**src/rtl/apdt_pkg.sv**
```systemverilog
// Shared types, widths and helpers for the affine point/direction transform.
// Used by every module in rtl; depends on nothing.
package apdt_pkg;

    localparam int CW       = 20;
    localparam int KW       = 16;
    localparam int PROD_W   = CW + KW;
    localparam int SH_W     = PROD_W - 12;
    localparam int SUM_W    = 26;
    localparam int PT_W     = SUM_W + 1;
    localparam int SQ_W     = 48;
    localparam int SS_W     = 49;
    localparam int RAD_W    = 62;
    localparam int ROOT_W   = 31;
    localparam int REM_W    = 33;
    localparam int MAG_W    = 24;
    localparam int NUM_W    = MAG_W + 16;
    localparam int QUO_W    = 11;
    localparam int ROW_W    = 48;
    localparam int TRANS_W  = 60;
    localparam int CFG_W    = 60;
    localparam int IDX_W    = 3;
    localparam int SQ_STAGES  = ROOT_W;
    localparam int DIV_STAGES = QUO_W;

    localparam logic [ROW_W-1:0] ROW_X_RST = 48'h0000_0000_1000;
    localparam logic [ROW_W-1:0] ROW_Y_RST = 48'h0000_1000_0000;
    localparam logic [ROW_W-1:0] ROW_Z_RST = 48'h1000_0000_0000;

    typedef enum logic [IDX_W-1:0] {
        CFG_ROW_X = 3'd0,
        CFG_ROW_Y = 3'd1,
        CFG_ROW_Z = 3'd2,
        CFG_TRANS = 3'd3
    } t_cfg_idx;

    typedef struct packed {
        logic              mode;
        logic signed [CW-1:0] in_x;
        logic signed [CW-1:0] in_y;
        logic signed [CW-1:0] in_z;
    } t_in_item;

    typedef struct packed {
        logic signed [CW-1:0] out_x;
        logic signed [CW-1:0] out_y;
        logic signed [CW-1:0] out_z;
        logic              zero_length;
    } t_out_item;

    typedef struct packed {
        logic [2:0][ROW_W-1:0] row;
        logic [TRANS_W-1:0]    trans;
    } t_cfg;

    typedef struct packed {
        logic                  mode;
        logic                  zero;
        logic [2:0][CW-1:0]    pt;
        logic [2:0]            neg;
        logic [2:0][MAG_W-1:0] mag;
    } t_side;

    typedef struct packed {
        logic [REM_W-1:0]  rem;
        logic [ROOT_W-1:0] root;
        logic [RAD_W-1:0]  rad;
        t_side             side;
    } t_sqrt_st;

    typedef struct packed {
        logic [2:0][NUM_W-1:0] rem;
        logic [2:0][QUO_W-1:0] quo;
        logic [ROOT_W-1:0]     den;
        t_side                 side;
    } t_div_st;

    function automatic logic signed [CW-1:0] sat20(input logic signed [PT_W-1:0] v);
        logic signed [PT_W-1:0] hi;
        logic signed [PT_W-1:0] lo;
        hi = PT_W'(524287);
        lo = -PT_W'(524288);
        if (v > hi) begin
            return CW'(hi);
        end else if (v < lo) begin
            return CW'(lo);
        end
        return CW'(v);
    endfunction

endpackage

```
**src/rtl/apdt_sqrt_step.sv**
```systemverilog
// One registered step of the digit-by-digit integer square root.
// Resolves one root bit per stage; depends on apdt_pkg.
module apdt_sqrt_step (
    input  logic                i_clk,
    input  logic                i_rst_n,
    input  logic                i_en,
    input  logic                i_valid,
    input  apdt_pkg::t_sqrt_st  i_st,
    output logic                o_valid,
    output apdt_pkg::t_sqrt_st  o_st
);

    logic [apdt_pkg::REM_W+1:0] rem2;
    logic [apdt_pkg::REM_W+1:0] trial;
    apdt_pkg::t_sqrt_st         n_st;

    always_comb begin
        rem2  = {i_st.rem, i_st.rad[apdt_pkg::RAD_W-1 -: 2]};
        trial = (apdt_pkg::REM_W+2)'({i_st.root, 2'b01});
        n_st      = i_st;
        n_st.rad  = {i_st.rad[apdt_pkg::RAD_W-3:0], 2'b00};
        if (rem2 >= trial) begin
            n_st.rem  = apdt_pkg::REM_W'(rem2 - trial);
            n_st.root = {i_st.root[apdt_pkg::ROOT_W-2:0], 1'b1};
        end else begin
            n_st.rem  = apdt_pkg::REM_W'(rem2);
            n_st.root = {i_st.root[apdt_pkg::ROOT_W-2:0], 1'b0};
        end
    end

    always_ff @(posedge i_clk) begin
        if (!i_rst_n) begin
            o_valid <= 1'b0;
        end else if (i_en) begin
            o_valid <= i_valid;
        end
    end

    always_ff @(posedge i_clk) begin
        if (i_en) begin
            o_st <= n_st;
        end
    end

endmodule

```
**config.mk**
```make
export PLATFORM = sky130hd
export DESIGN_NAME = apdt_sqrt_step
export DESIGN_NICKNAME = d
export VERILOG_FILES = /design/src/rtl/apdt_pkg.sv /design/src/rtl/apdt_sqrt_step.sv
export SDC_FILE = /design/constraint.sdc
export NUM_CORES = 1
export LEC_CHECK = 0
export BUFFER_PORTS_ARGS = -buffer_cell sky130_fd_sc_hd__buf_2
export CORE_AREA = 2 2 206 208
export CTS_CLUSTER_SIZE = 8
export DETAILED_ROUTE_END_ITERATION = 12
export DIE_AREA = 0 0 208 210
export HOLD_SLACK_MARGIN = 0.02
export PLACE_DENSITY_LB_ADDON = 0.15
export SYNTH_ARGS = -nofsm -noshare
export SYNTH_HDL_FRONTEND = slang
export SYNTH_SLANG_ARGS = --single-unit
```
**constraint.sdc**
```tcl
create_clock -name i_clk -period 4 [get_ports i_clk]
set_clock_uncertainty 0.15 [all_clocks]
set_input_delay 0.6 -clock i_clk [delete_from_list [all_inputs] [get_ports i_clk]]
set_output_delay 0.6 -clock i_clk [all_outputs]
set_load 0.005 [all_outputs]
```
==> results.json <==
{
  "status": "completed",
  "grtUsageTotal_pct": 16.6,
  "routed_wirelength_mm": 37.8,
  "crit_fanout": 18,
  "dr_total_vias": 7646,
  "seq_area_frac_synth_pct": 75.3,
  "async_reset_ff_share_pct": 0,
  "max_freq_ghz": 0.323,
  "io_buffers": 528,
  "final_nets": 1517,
  "synth_top_area_cell": "edfxtp_1",
  "grt_max_degree": 96,
  "synth_edf_count": 261,
  "tritoncts": "built",
  "ys_warn_count": 0,
  "syn_inst": 650,
  "r2r_start": "o_valid$_SDFFE_PN0P_",
  "synth_area_leaders": "edfxtp_1 (75%), ha_1 (4.0%), a21oi_1 (1.9%)",
  "grt_pass1_vias": 7688,
  "num_rows": 75,
  "clockBufferDepth": 3,
  "dp_hpwl_mm": 30.0,
  "drt-initial-drc-count": 382,
  "htree_levels": 2,
  "clock-root-buffer": "clkbuf_16",
  "cts_hold_buf": 0,
  "powerDensity_mw_per_mm2": 487,
  "die_area_mm2": 0.0437,
  "ys_types": 63,
  "reg2reg_depth": 2,
  "stdcell_count": 1777,
  "syn_area_per_cell_um2": 16.1,
  "antenna_found_initial": 10,
  "fin_crit_ps": 3090,
  "ys_ff_latch": 262,
  "gp_congestion": 0.848,
  "power.leakage_nw": 6.37,
  "syn_area_mm2": 0.0104,
  "setup_viol_count_final": 0,
  "min_period_over_period_pct": 77.3,
  "ys.flop_type": "edfxtp_1",
  "rsz0062_at_grt": "no",
  "clk_pin_slew_ps": 50,
  "worstSetupPathType": "primary input to flip-flop",
  "seq_area_mm2": 0.00786,
  "hold_viol": 0,
  "fillers": 4124,
  "hp-class": "primary input to flip-flop",
  "synthToLayoutAreaGrowth_pct": 42.2,
  "cts_setup_buffers": 0,
  "drive_above_1_share_pct": 49.8,
  "start_util_pct": 25.2,
  "rr_endpoint": "o_valid$_SDFFE_PN0P_",
  "drtPass1Iterations": 4,
  "maxSlewViolCount": 0,
  "clock_sinks": 262,
  "design.core.area_mm2": 0.0415,
  "layout_common_cells": "buf_2 (527), edfxtp_1 (261), nor2_1 (45)",
  "num_io_pins": 531,
  "numCtsBuffers": 39,
  "holdPathStages": 1,
  "crit_path_start_kind": "primary input",
  "final.setup.tns_ps": 0,
  "drcViolationCount": 0,
  "irDropWorstVdd_mv": 0.214,
  "hold_path.startpoint": "i_st[49]",
  "final_util_pct": 35.8,
  "ant_nets": 0,
  "clkLatencyLatePin_ps": 520,
  "slew_headroom_pct": 44.3,
  "cap_violations": 0,
  "end_kind": "flip-flop",
  "worst_pin_slew_ps": 835,
  "min_to": "o_st[49]$_DFFE_PP_",
  "placed_cells": 1715,
  "r2r_slack_ps": 3240,
  "synth_top_area_share_pct": 75.1,
  "die_w_um": 208,
  "grt_remaining_overflow": 0,
  "final_cell_area_mm2": 0.0148,
  "grt_pass1_wl_mm": 52.9,
  "wl_per_cell_um": 21.2,
  "required_ps": 4120,
  "layout_commonest_cell": "buf_2",
  "multiInputGateArea_mm2": 0.00230,
  "cts-resized-gates": 0,
  "vias_per_cell": 4.30,
  "cp-startpoint": "i_st[223]",
  "p_total_mw": 7.23,
  "worst_ep_arrival_time_ps": 3210,
  "dpl_cell_area_mm2": 0.0138,
  "die_h_um": 210
}
## sequential cells by signal, summed over array words and instances (netlist names)
signal,count
o_valid,1
o_st,261
## logic make-up after synthesis
| kind of cell | count (synthesis) | share of synthesized area, % |
|---|---|---|
| AO/OA/AOI/OAI | 130 | 8.73 |
| XOR/XNOR | 28 | 2.35 |
| adder cells (fa/ha/maj) | 33 | 3.96 |
| buffers and inverters | 59 | 2.69 |
| flip-flops | 262 | 75.3 |
| multiplexers | 7 | 0.779 |
| other | 1 | 0.0359 |
| AND/OR/NAND/NOR | 130 | 6.15 |
## worst max-delay path, cell delays in order
cell     delay (ps)
buf_2           100
inv_1            50
ha_1            430
inv_2           100
nor3_1          410
and3_1          240
nand2_1          70
o31a_1          390
a21bo_4         410
buf_4           300
a21oi_1          90
## worst max-delay path by stage
stage / endpoint / slack, ps / depth (start not counted)
detailed placement: o_st[235]$_DFFE_PP_ / 370 / 11
global route: o_st[233]$_DFFE_PP_ / 700 / 11
floorplan: o_st[258]$_DFFE_PP_ / 850 / 11
global placement: o_st[232]$_DFFE_PP_ / 380 / 11
finish: o_st[235]$_DFFE_PP_ / 910 / 11
CTS: o_st[252]$_DFFE_PP_ / 950 / 11
## power by group
group          switching (mW)  internal [mW]
clock network            1.13           1.75
logic                   0.548          0.432
registers              0.0590           3.31
## synth_stat cells, types with 10 or more instances
| library cell | number |
|---|---|
| nor2_1 | 45 |
| edfxtp_1 | 261 |
| o21ai_0 | 18 |
| a21oi_2 | 17 |
| nor3_1 | 10 |
| nand2_1 | 26 |
| xnor2_1 | 13 |
| ha_1 | 33 |
| xor2_1 | 15 |
| inv_1 | 43 |
| a21oi_1 | 40 |
| nand3_1 | 15 |
## layer usage
metal	vias to the layer above	track usage [%]	routed length (um)
li1	3620	-	-
met1	3652	18.2	13900
met2	310	29.8	19800
met3	56	5.71	3030
met4	8	6.26	1030
met5	-	0	46
## through the flow
stage	hold WS, ps	worst slack [ps]
after global placement	378	382
after floorplan	357	855
final	99.0	906
after CTS	54.0	947
after global routing	62.5	700
after detailed placement	375	374
## area by class of cell
cell class              instances  area share (%)
clock buffers                  49            6.83
repair buffers                540            18.7
flip-flops and latches        262            53.0
well taps                     539            4.55
diodes                          8           0.135
inverters                      44            1.11
multi-input cells             330            15.5
clock inverters                 5           0.160
No activity file was read; power rests on OpenSTA's default activity.
