### src/rtl/apdt_pkg.sv
// Shared types, widths and helpers for the affine point/direction transform.
// Used by every module in rtl; depends on nothing.
package apdt_pkg;

    localparam int CW       = 20;
    localparam int KW       = 16;
    localparam int PROD_W   = CW + KW;
    localparam int SH_W     = PROD_W - 12;
    localparam int SUM_W    = 26;
    localparam int PT_W     = SUM_W + 1;
    localparam int SQ_W     = 48;
    localparam int SS_W     = 49;
    localparam int RAD_W    = 62;
    localparam int ROOT_W   = 31;
    localparam int REM_W    = 33;
    localparam int MAG_W    = 24;
    localparam int NUM_W    = MAG_W + 16;
    localparam int QUO_W    = 11;
    localparam int ROW_W    = 48;
    localparam int TRANS_W  = 60;
    localparam int CFG_W    = 60;
    localparam int IDX_W    = 3;
    localparam int SQ_STAGES  = ROOT_W;
    localparam int DIV_STAGES = QUO_W;

    localparam logic [ROW_W-1:0] ROW_X_RST = 48'h0000_0000_1000;
    localparam logic [ROW_W-1:0] ROW_Y_RST = 48'h0000_1000_0000;
    localparam logic [ROW_W-1:0] ROW_Z_RST = 48'h1000_0000_0000;

    typedef enum logic [IDX_W-1:0] {
        CFG_ROW_X = 3'd0,
        CFG_ROW_Y = 3'd1,
        CFG_ROW_Z = 3'd2,
        CFG_TRANS = 3'd3
    } t_cfg_idx;

    typedef struct packed {
        logic              mode;
        logic signed [CW-1:0] in_x;
        logic signed [CW-1:0] in_y;
        logic signed [CW-1:0] in_z;
    } t_in_item;

    typedef struct packed {
        logic signed [CW-1:0] out_x;
        logic signed [CW-1:0] out_y;
        logic signed [CW-1:0] out_z;
        logic              zero_length;
    } t_out_item;

    typedef struct packed {
        logic [2:0][ROW_W-1:0] row;
        logic [TRANS_W-1:0]    trans;
    } t_cfg;

    typedef struct packed {
        logic                  mode;
        logic                  zero;
        logic [2:0][CW-1:0]    pt;
        logic [2:0]            neg;
        logic [2:0][MAG_W-1:0] mag;
    } t_side;

    typedef struct packed {
        logic [REM_W-1:0]  rem;
        logic [ROOT_W-1:0] root;
        logic [RAD_W-1:0]  rad;
        t_side             side;
    } t_sqrt_st;

    typedef struct packed {
        logic [2:0][NUM_W-1:0] rem;
        logic [2:0][QUO_W-1:0] quo;
        logic [ROOT_W-1:0]     den;
        t_side                 side;
    } t_div_st;

    function automatic logic signed [CW-1:0] sat20(input logic signed [PT_W-1:0] v);
        logic signed [PT_W-1:0] hi;
        logic signed [PT_W-1:0] lo;
        hi = PT_W'(524287);
        lo = -PT_W'(524288);
        if (v > hi) begin
            return CW'(hi);
        end else if (v < lo) begin
            return CW'(lo);
        end
        return CW'(v);
    endfunction

endpackage

### src/rtl/apdt_div_step.sv
// One registered step of the three-lane restoring divider.
// Resolves quotient bit BIT of every lane; depends on apdt_pkg.
module apdt_div_step #(
    parameter int BIT = 0
) (
    input  logic               i_clk,
    input  logic               i_rst_n,
    input  logic               i_en,
    input  logic               i_valid,
    input  apdt_pkg::t_div_st  i_st,
    output logic               o_valid,
    output apdt_pkg::t_div_st  o_st
);

    logic [apdt_pkg::NUM_W:0] dsh;
    apdt_pkg::t_div_st        n_st;

    always_comb begin
        dsh  = (apdt_pkg::NUM_W+1)'(i_st.den) << BIT;
        n_st = i_st;
        for (int j = 0; j < 3; j++) begin
            if ((apdt_pkg::NUM_W+1)'(i_st.rem[j]) >= dsh) begin
                n_st.rem[j]      = apdt_pkg::NUM_W'((apdt_pkg::NUM_W+1)'(i_st.rem[j]) - dsh);
                n_st.quo[j][BIT] = 1'b1;
            end
        end
    end

    always_ff @(posedge i_clk) begin
        if (!i_rst_n) begin
            o_valid <= 1'b0;
        end else if (i_en) begin
            o_valid <= i_valid;
        end
    end

    always_ff @(posedge i_clk) begin
        if (i_en) begin
            o_st <= n_st;
        end
    end

endmodule

### config.mk
export PLATFORM = sky130hd
export DESIGN_NAME = apdt_div_step
export DESIGN_NICKNAME = d
export VERILOG_FILES = /design/src/rtl/apdt_pkg.sv /design/src/rtl/apdt_div_step.sv
export SDC_FILE = /design/constraint.sdc
export NUM_CORES = 1
export LEC_CHECK = 0
export BUFFER_PORTS_ARGS = -buffer_cell sky130_fd_sc_hd__buf_2
export CAP_MARGIN = 30
export CORE_AREA = 4 4 251 253
export DETAILED_ROUTE_END_ITERATION = 6
export DIE_AREA = 0 0 255 257
export GPL_ROUTABILITY_DRIVEN = 1
export PLACE_DENSITY_LB_ADDON = 0.1
export SLEW_MARGIN = 20
export SYNTH_ARGS = -nofsm -noshare
export SYNTH_HDL_FRONTEND = slang
export SYNTH_SLANG_ARGS = --single-unit
export TNS_END_PERCENT = 5
### constraint.sdc
create_clock -name i_clk -period 3.18 [get_ports i_clk]
set_clock_uncertainty 0.2 [all_clocks]
set_input_delay 0.159 -clock i_clk [delete_from_list [all_inputs] [get_ports i_clk]]
set_output_delay 0.159 -clock i_clk [all_outputs]
set_load 0.02 [all_outputs]
==> results of run 1 <==
repair_timing:
| action | 4_1_cts | 5_1_grt |
|---|---|---|
| buffers inserted | 0 | 8 |
| hold buffers | 323 | 1 |
| resized for setup | 0 | 57 |
| hold endpoints to repair | 368 | 1 |
| setup endpoints to repair | 0 | 98 |
power groups by stage:
stage	clock network, mW	logic, mW	registers [mW]
3_3_place_gp	0	3.29	5.43
5_1_grt	4.61	3.96	5.38
3_5_place_dp	0	3.28	5.42
6_report	4.30	3.67	5.34
2_1_floorplan	0	1.14	6.01
4_1_cts	4.45	3.64	5.34
layer usage:
layer,up-vias,track usage,share of wire
li1,7585,-,-
met1,7418,0.239,0.40
met2,507,0.360,0.49
met3,106,0.0482,0.067
met4,4,0.0747,0.040
met5,-,0,0.00038
synth_stat cells, drive strengths merged, types with 5 or more instances:
cell type  instances
nand3             27
o211ai             7
o21bai            17
buf               25
o21a              14
or3                5
ha                93
nand2b            12
or2                6
xnor2             64
o21ai             56
xor2              42
a21o              33
nand4             20
a31oi              7
mux2              27
a21oi            174
nor2             119
clkbuf            21
inv               68
nor4              18
and3               8
and2               6
o31ai              8
edfxtp           321
nor2b             17
nor3              17
nand2             71
a2111oi            5
a211oi            10
cells by family (layout without fill, tap and decap cells):
logic type	after synthesis	in the layout	share of synthesized area
buffers and inverters	114	1341	0.0295
muxes	28	28	0.0201
and+or+nand+nor	340	340	0.102
AOI/OAI and AO/OA	372	372	0.143
DFF	322	322	0.577
xor gates and xnor gates	106	106	0.0555
other	0	5	0
adders and majority gates	96	96	0.0731
worst max-delay path: cells and delay by family:
family | cells | cell delay [ns]
AO/OA/AOI/OAI | 6 | 1.26
multiplexers | 1 | 0.25
buffers and inverters | 3 | 0.92
AND/OR/NAND/NOR | 1 | 0.10
adder cells (fa/ha/maj) | 1 | 0.42
XOR/XNOR | 1 | 0.14
per-stage QoR:
| stage | power, mW | TNS [ns] |
|---|---|---|
| floorplan | 7.15 | 0 |
| global placement | 8.71 | -8.20 |
| detailed placement | 8.70 | -8.74 |
| CTS | 13.4 | 0 |
| global route | 13.9 | -0.365 |
| finish | 13.3 | 0 |
cells in the final DEF, fill, tap and decap left out, drive strengths merged, types with 18 or more instances in the layout:
| cell type | Yosys | routed |
|---|---|---|
| nand4 | 20 | 20 |
| a21o | 33 | 33 |
| nor4 | 18 | 18 |
| clkbuf | 21 | 48 |
| xor2 | 42 | 42 |
| ha | 93 | 93 |
| buf | 25 | 879 |
| nor2 | 119 | 119 |
| dlygate4sd3 | 0 | 324 |
| inv | 68 | 63 |
| a21oi | 174 | 174 |
| edfxtp | 321 | 321 |
| nand2 | 71 | 71 |
| xnor2 | 64 | 64 |
| nand3 | 27 | 27 |
| o21ai | 56 | 56 |
| mux2 | 27 | 27 |
sequential cells by signal, summed over array words and instances, names as in the netlist:
register and count:
o_valid 1, o_st 321
area by class of cell:
type	count	area, µm²
Fill cell	5878	33700
Sequential cell	322	9660
Timing Repair Buffer	1203	8360
Multi-Input combinational cell	942	6830
Clock buffer	48	1010
Tap cell	790	988
Inverter	68	278
Clock inverter	22	205
Antenna cell	5	12.5
worst max-delay path by stage:
stage | startpoint | endpoint | slack (ns) | depth (start not counted)
after detailed placement | i_st[146] | o_st[320] | -0.27 | 13
final | i_st[155] | o_st[270] | 0.03 | 13
after global routing | i_st[155] | o_st[236] | -0.08 | 14
after global placement | i_st[138] | o_st[310] | -0.22 | 15
after floorplan | i_st[281] | o_st[320] | 0.40 | 12
after CTS | i_st[282] | o_st[320] | 0.006 | 14
==> results_dict.tcl, run 1 <==
set metrics [dict create \
    status "completed" \
    fin_area_um2 27300 \
    start_util 0.274 \
    whs_ns 0.0225 \
    ir_drop_mv 0.293 \
    cts_sinks 322 \
    antenna_left 0 \
    viasPerCell 4.59 \
    instances_no_fill 3400 \
    yosys_most_used_dff "edfxtp_1" \
    timing.slew.headroom 0.533 \
    netlist.area_leader.share 0.576 \
    fin_ws_ns 0.0264 \
    cts_buffer_depth 3 \
    fin_crit_sh 0.992 \
    syn_nets 1799 \
    cp.arrival_ns 3.25 \
    io_buffers 646 \
    pin_count 647 \
    hold_class "in2reg" \
    synth-seq-cells 322 \
    worstHoldStart "i_st[201]" \
    clkPwrFrac 0.323 \
    cts_tree "yes" \
    drt-initial-drc-count 740 \
    pwr-share-seq 0.401 \
    p_per_area_nw_per_um2 487 \
    dieWidth_um 255 \
    critical_path_class "in2reg" \
    swShare 0.300 \
    period_minus_slack_ns 3.15 \
    synthArstFlopShare 0 \
    dp_cells 2993 \
    cp_data_required_time_ns 3.27 \
    holdPathStages 4 \
    cp_slowest_cell "dlygate4sd3_1" \
    power_switching_mw 4.00 \
    syn_area_um2 16700 \
    fin_util 0.448 \
    p_int_mw 9.32 \
    place_area_um2 22500 \
    antenna_found_initial 7 \
    clk_pin_slew_ns 0.06 \
    area_growth_pct 63.3 \
    combPwrFrac 0.276 \
    slew_violations 0 \
    cts_buffers 39 \
    ys_top_cells_by_area "edfxtp_1, ha_1, a21oi_1, xnor2_1, nor2_1" \
    path_max_fanout 5 \
    gp_congestion 0.873 \
    grt_usage 0.204 \
    grt_pass1_vias 16305 \
    avgSynthCellArea_um2 12.1 \
    ctsHtreeMaxLevel 2 \
    p_leak_nw 11.9 \
    pre_cts_slack_ns -0.273 \
    die-area_um2 65500 \
    synth_top_area_cell "edfxtp_1" \
    worst_pin_slew_ns 0.694 \
    core_um2 61000 \
    vias 15620 \
    max_stage_delay_ns 0.58 \
    final-hold-violation-count 0 \
    ys_warn_count 0 \
    drv_cap 0 \
    drc 0 \
    overflow 0 \
    ys_types 81 \
    finalWirelength_mm 70.2 \
    r2r_start "o_valid" \
    ys_seq_area_frac 0.577 \
    rsz0062_at_grt "true" \
    min_to "o_st[201]" \
    worstPathCellList "dlygate4sd3_1 > buf_2 > clkinvlp_4 > ha_1 > a21oi_1 > o21ai_0 > nor2_1 > o2bb2ai_1 > a211oi_2 > o41ai_2 > o21a_1 > xnor2_1 > mux2_4" \
    cp-end-kind "flip-flop" \
    drt_pass1_iterations 5 \
    dieHeight_um 257 \
    insertion_delay_ns 0.54 \
    grt_start_max_net_pins 63 \
    rows 91 \
    r2r-end "o_valid" \
    fin_nets 2997 \
    grt_pass1_wl_mm 101 \
    ff2ff_setup_slack_ns 1.84 \
    post_drt_wl_per_cell_um 20.6 \
    setup_violations 0 \
    cp-start-kind "primary input" \
    layout-drive-gt1-share 0.397 \
    synth_edf_count 321 \
    timing.fmax_mhz 317 \
    clock-root-buffer "clkbuf_16" \
    r2r_cells 3 \
    synth_cells 1378 \
    place_hpwl_mm 56.3 \
]
Power figures use the tool's default switching activity.
==> inputs of run 2 (changes only) <==
--- a/config.mk
+++ b/config.mk
@@ -5,11 +5,12 @@
 export SDC_FILE = /design/constraint.sdc
 export NUM_CORES = 1
 export LEC_CHECK = 0
+export ABC_AREA = 1
 export BUFFER_PORTS_ARGS = -buffer_cell sky130_fd_sc_hd__buf_2
 export CAP_MARGIN = 30
-export CORE_AREA = 4 4 251 253
+export CORE_AREA = 4 4 249 251
 export DETAILED_ROUTE_END_ITERATION = 6
-export DIE_AREA = 0 0 255 257
+export DIE_AREA = 0 0 253 255
 export GPL_ROUTABILITY_DRIVEN = 1
 export PLACE_DENSITY_LB_ADDON = 0.1
 export SLEW_MARGIN = 20
==> run 2 against run 1 <==
  * Power is 2.9% higher
  * Flip-flop and latch count stayed put
  * Worst hold slack better by 0.078 ns
  * Synthesized cell count is 85% higher
  * Non-clock buffer count is 190 lower
  * Sequential share of layout area is 2.5 points lower
  * Wire length is 34% higher
  * Design area is 7.5% higher
  * Maximum frequency is 6.3% higher
  * Global-route usage is 7.5 points higher
  * Count of clock-buffer cells in the layout is 4 lower
  * Critical endpoint is now o_st[279]
  * Largest power group unchanged
==> results_dict.tcl, run 2 <==
set metrics [dict create \
    ir_drop_mv 0.348 \
    drv_cap 0 \
    start_util 0.340 \
    grt_pass1_wl_mm 132 \
    synth_edf_count 321 \
    cp-start-kind "primary input" \
    status "completed" \
    antenna_found_initial 5 \
    largest_reg_flops 321 \
    post_drt_wl_per_cell_um 21.3 \
    synth-seq-cells 322 \
    cts_buffers 39 \
    layout_common_cells "nand2_1, buf_2, inv_1, dlygate4sd3_1, edfxtp_1" \
    combPwrFrac 0.278 \
    overflow 0 \
    hold_class "in2reg" \
    drt-initial-drc-count 1390 \
    fin_crit_sh 0.933 \
    cts_buffer_depth 3 \
    avgSynthCellArea_um2 7.97 \
    area_growth_pct 44.4 \
    swShare 0.331 \
    synth.most_common_cell "nand2_1" \
    path_max_fanout 5 \
    fin_ws_ns 0.214 \
    slew_violations 0 \
    dieWidth_um 253 \
    timing.fmax_mhz 337 \
    top_regs "o_st (321), o_valid (1)" \
    syn_nets 2977 \
    p_leak_nw 14.6 \
    worstPathCellList "dlygate4sd3_1 > buf_2 > inv_1 > buf_4 > ha_1 > nand2_1 > inv_1 > nand2_1 > nand2_1 > nand2_1 > nand2_1 > a21oi_1 > nand2_1 > o21ai_0 > dlygate4sd3_1 > nand2_1" \
    yosys_most_used_dff "edfxtp_1" \
    instances_no_fill 4409 \
    timing.slew.headroom 0.508 \
    period_minus_slack_ns 2.97 \
    cp_data_required_time_ns 3.28 \
    grt_usage 0.278 \
    synth_cells 2556 \
    cpMostUsedCell "nand2_1" \
    clock-root-buffer "clkbuf_16" \
    power_mw 13.7 \
    grt_start_max_net_pins 82 \
    die-area_um2 64500 \
    gp_congestion 0.962 \
    cp_slowest_cell "dlygate4sd3_1" \
    finalWirelength_mm 93.8 \
    drt_pass1_iterations 7 \
    worst_pin_slew_ns 0.738 \
    cts_tree "yes" \
    synthTopCellsByCount "nand2_1, inv_1, edfxtp_1" \
    dp_cells 4006 \
    antenna_left 0 \
    ys_seq_area_frac 0.474 \
    final_common_cell "nand2_1" \
    max_stage_delay_ns 0.57 \
    dieHeight_um 255 \
    core_um2 59900 \
    cp-end-kind "flip-flop" \
    ys_types 35 \
    p_per_area_nw_per_um2 466 \
    synthArstFlopShare 0 \
    holdPathStages 2 \
    ys_top_cells_by_area "edfxtp_1, nand2_1, inv_1, ha_1, nor2_1" \
    ys_warn_count 0 \
    nFillCells 5957 \
    io_buffers 646 \
    layout-drive-gt1-share 0.245 \
    drc 0 \
    ctsHtreeMaxLevel 2 \
    clk_pin_slew_ns 0.06 \
    rsz0062_at_grt "true" \
    pin_count 647 \
    grt_pass1_vias 20462 \
    viasPerCell 4.72 \
    fin_nets 4013 \
    pwr-share-seq 0.392 \
    power_switching_mw 4.53 \
    place_hpwl_mm 77.2 \
    setup_violations 0 \
    regMostFlops "o_st" \
    final-hold-violation-count 0 \
    synth_top_area_cell "edfxtp_1" \
    netlist.area_leader.share 0.473 \
    finalSetupTns_ns 0 \
    vias 20791 \
    whs_ns 0.100 \
    insertion_delay_ns 0.56 \
    pre_cts_slack_ns 0.301 \
    syn_area_um2 20400 \
    clkPwrFrac 0.330 \
    r2r_cells 3 \
    p_int_mw 9.17 \
    rows 90 \
    critical_path_class "in2reg" \
    cp.arrival_ns 3.07 \
    cts_sinks 322 \
]
-- run 2: worst max-delay path: cells and delay by family --
kind            cells  cell delay, ns
compound gates      2            0.27
buf+inv             6            1.74
simple gates        7            0.59
fa+ha+maj           1            0.30
-- run 2: cell families after synthesis --
group           synth area share
buf+inv                   0.0954
flops                      0.474
fa+ha+maj                 0.0601
xor+xnor                  0.0206
compound gates            0.0453
simple gates               0.304
-- run 2: routing by layer --
layer,global-route usage,wire length (µm)
met5,0,0
met4,0.0813,3150
met1,0.362,39900
met2,0.480,44700
met3,0.0466,6050
-- run 2: per-stage QoR --
step / cell area (µm²) / util
2_1_floorplan: 20400 / -
3_3_place_gp: 24800 / 0.414
3_5_place_dp: 24800 / 0.414
4_1_cts: 29400 / 0.490
5_1_grt: 29400 / 0.491
6_report: 29400 / 0.491
-- run 2: power by group through the flow --
stage	Combinational, mW	Clock, mW	Sequential (mW)
2_1_floorplan	1.39	0	5.97
3_3_place_gp	3.45	0	5.45
3_5_place_dp	3.45	0	5.45
4_1_cts	3.80	4.65	5.38
5_1_grt	4.12	4.83	5.40
6_report	3.80	4.52	5.38
-- run 2: cell type report --
cell class,count,area [µm²],share of cell area
sequential,322,9660,0.329
multi-input combinational,1757,8780,0.299
timing repair buffer,1013,6950,0.236
inverter,459,1750,0.0594
clock buffer,44,995,0.0338
tap,782,978,0.0333
clock inverter,27,280,0.00953
antenna,5,12.5,0.000426
-- run 2: path summary, 6_finish.rpt --
path	slack [ns]	endpoint	from
min	0.10	o_st[35]	i_st[35]
min reg2reg	0.91	o_valid	o_valid
max	0.21	o_st[279]	i_st[162]
max reg2reg	1.76	o_valid	o_valid
-- run 2: what timing repair did --
item / CTS / global route
buffers inserted: 0 / 1
gates resized for setup: 0 / 3
hold endpoints to repair: 393 / 0
hold buffers: 326 / 0
endpoints found under the setup margin: 0 / 2
==> inputs of run 3 (changes only) <==
--- a/config.mk
+++ b/config.mk
@@ -12,7 +12,6 @@
 export DETAILED_ROUTE_END_ITERATION = 6
 export DIE_AREA = 0 0 253 255
 export GPL_ROUTABILITY_DRIVEN = 1
-export PLACE_DENSITY_LB_ADDON = 0.1
 export SLEW_MARGIN = 20
 export SYNTH_ARGS = -nofsm -noshare
 export SYNTH_HDL_FRONTEND = slang
==> run 3 against run 2 <==
  * Via count grew 0.28%
  * First-iteration DRC count grew 11%
  * Design area shrank 0.48%
  * Maximum frequency shrank 3.0%
  * Cell count shrank 0.23%
==> results_dict.tcl, run 3 (synthesized netlist as in run 2, its figures left out) <==
set metrics [dict create \
    status "completed" \
    timing.slew.headroom 0.479 \
    gp_congestion 0.971 \
    overflow 0 \
    fin_nets 4003 \
    worst_pin_slew_ns 0.773 \
    cts_buffers 40 \
    dieWidth_um 253 \
    post_drt_wl_per_cell_um 22.1 \
    slew_violations 0 \
    viasPerCell 4.74 \
    drv_cap 0 \
    cp_data_required_time_ns 3.41 \
    whs_ns 0.112 \
    cts_sinks 322 \
    swShare 0.331 \
    grt_pass1_vias 20678 \
    cp-start-kind "primary input" \
    die-area_um2 64500 \
    ctsHtreeMaxLevel 2 \
    dieHeight_um 255 \
    pin_count 647 \
    grt_usage 0.288 \
    top_regs "o_st (321), o_valid (1)" \
    layout-drive-gt1-share 0.244 \
    instances_no_fill 4399 \
    drt-initial-drc-count 1542 \
    cp-end-kind "flip-flop" \
    rsz0062_at_grt "false" \
    setup_violations 0 \
    start_util 0.340 \
    ir_drop_mv 0.305 \
    power_switching_mw 4.58 \
    finalSetupTns_ns 0 \
    grt_pass1_wl_mm 136 \
    timing.fmax_mhz 327 \
    fin_crit_sh 0.962 \
    hold_class "in2reg" \
    drt_pass1_iterations 7 \
    p_int_mw 9.27 \
    critical_path_class "in2reg" \
    ff2ff_setup_slack_ns 1.70 \
    clock-root-buffer "clkbuf_16" \
    register_area_um2 9660 \
    core_um2 59900 \
    path_max_fanout 4 \
    antenna_left 0 \
    combPwrFrac 0.277 \
    cts_tree "yes" \
    vias 20849 \
    p_per_area_nw_per_um2 473 \
    insertion_delay_ns 0.56 \
    cts_buffer_depth 3 \
    io_buffers 646 \
    drc 0 \
    finalWirelength_mm 97.4 \
    multi_input_area_um2 8780 \
    clk_pin_slew_ns 0.06 \
    clkPwrFrac 0.335 \
    rows 90 \
    cp.arrival_ns 3.29 \
    period_minus_slack_ns 3.06 \
    regMostFlops "o_st" \
    largest_reg_flops 321 \
    pwr-share-seq 0.387 \
    final-hold-violation-count 0 \
    final_common_cell "nand2_1" \
    grt_start_max_net_pins 78 \
    nFillCells 5880 \
    antenna_found_initial 10 \
    layout_common_cells "nand2_1, buf_2, inv_1, dlygate4sd3_1, edfxtp_1" \
    place_hpwl_mm 79.2 \
    dp_cells 3996 \
    area_growth_pct 43.7 \
    p_leak_nw 14.5 \
]
-- run 3: changes by cell type in the layout (fill, tap and decap cells not counted), sizes merged --
cell and change:
clkinv -3, bufinv +1, diode +2, clkbuf +1
clkinvlp +1, buf -11, inv -1
-- run 3: power by group through the flow --
stage                     sequential, mW  combinational, mW  clock [mW]
final                               5.37               3.84        4.64
after global routing                5.39               4.13        4.94
after CTS                           5.36               3.82        4.77
after global placement              5.44               3.46           0
after floorplan                     5.97               1.39           0
after detailed placement            5.44               3.46           0
-- run 3: path summary, 6_finish.rpt --
path,start,end,depth (start not counted)
setup reg to reg,o_valid,o_valid,3
hold reg to reg,o_valid,o_valid,3
setup / recovery,i_st[137],o_st[319],12
hold / removal,i_st[176],o_st[176],2
-- run 3: per-layer routing --
metal	track usage	share of wire	up-vias
met5	0	0.00036	-
met3	0.0444	0.056	137
met2	0.517	0.50	763
met1	0.350	0.40	9790
met4	0.112	0.042	6
li1	-	-	10153
-- run 3: area by class of cell --
cell class,count,area share
Timing Repair Buffer,1002,0.232
Clock inverter,25,0.00932
Multi-Input combinational cell,1757,0.300
Antenna cell,7,0.000599
Sequential cell,322,0.330
Clock buffer,45,0.0348
Inverter,459,0.0596
Tap cell,782,0.0334
-- run 3: critical path, stage by stage --
cell	delay (ns)
dlygate4sd3_1	0.53
buf_2	0.18
ha_1	0.25
fa_1	0.44
nand3b_1	0.26
nor2_1	0.25
nor2_1	0.11
buf_4	0.17
nor2_2	0.18
o21ai_0	0.10
dlygate4sd3_1	0.56
nand2_1	0.08
-- run 3: timing repair --
action	CTS	global route
endpoints found under the setup margin	0	2
hold buffers	326	0
hold endpoints to repair	377	0
resized for setup	0	5
buffers inserted	0	0
-- run 3: per-stage QoR --
| stage | area, µm² | total power, mW | worst slack [ns] | utilization |
|---|---|---|---|---|
| after floorplan | 20400 | 7.36 | 0.912 | - |
| after global placement | 24700 | 8.90 | 0.229 | 0.412 |
| after detailed placement | 24700 | 8.90 | 0.210 | 0.412 |
| after CTS | 29200 | 13.9 | 0.0955 | 0.488 |
| after global routing | 29300 | 14.5 | 0.0273 | 0.488 |
| final | 29300 | 13.9 | 0.121 | 0.488 |
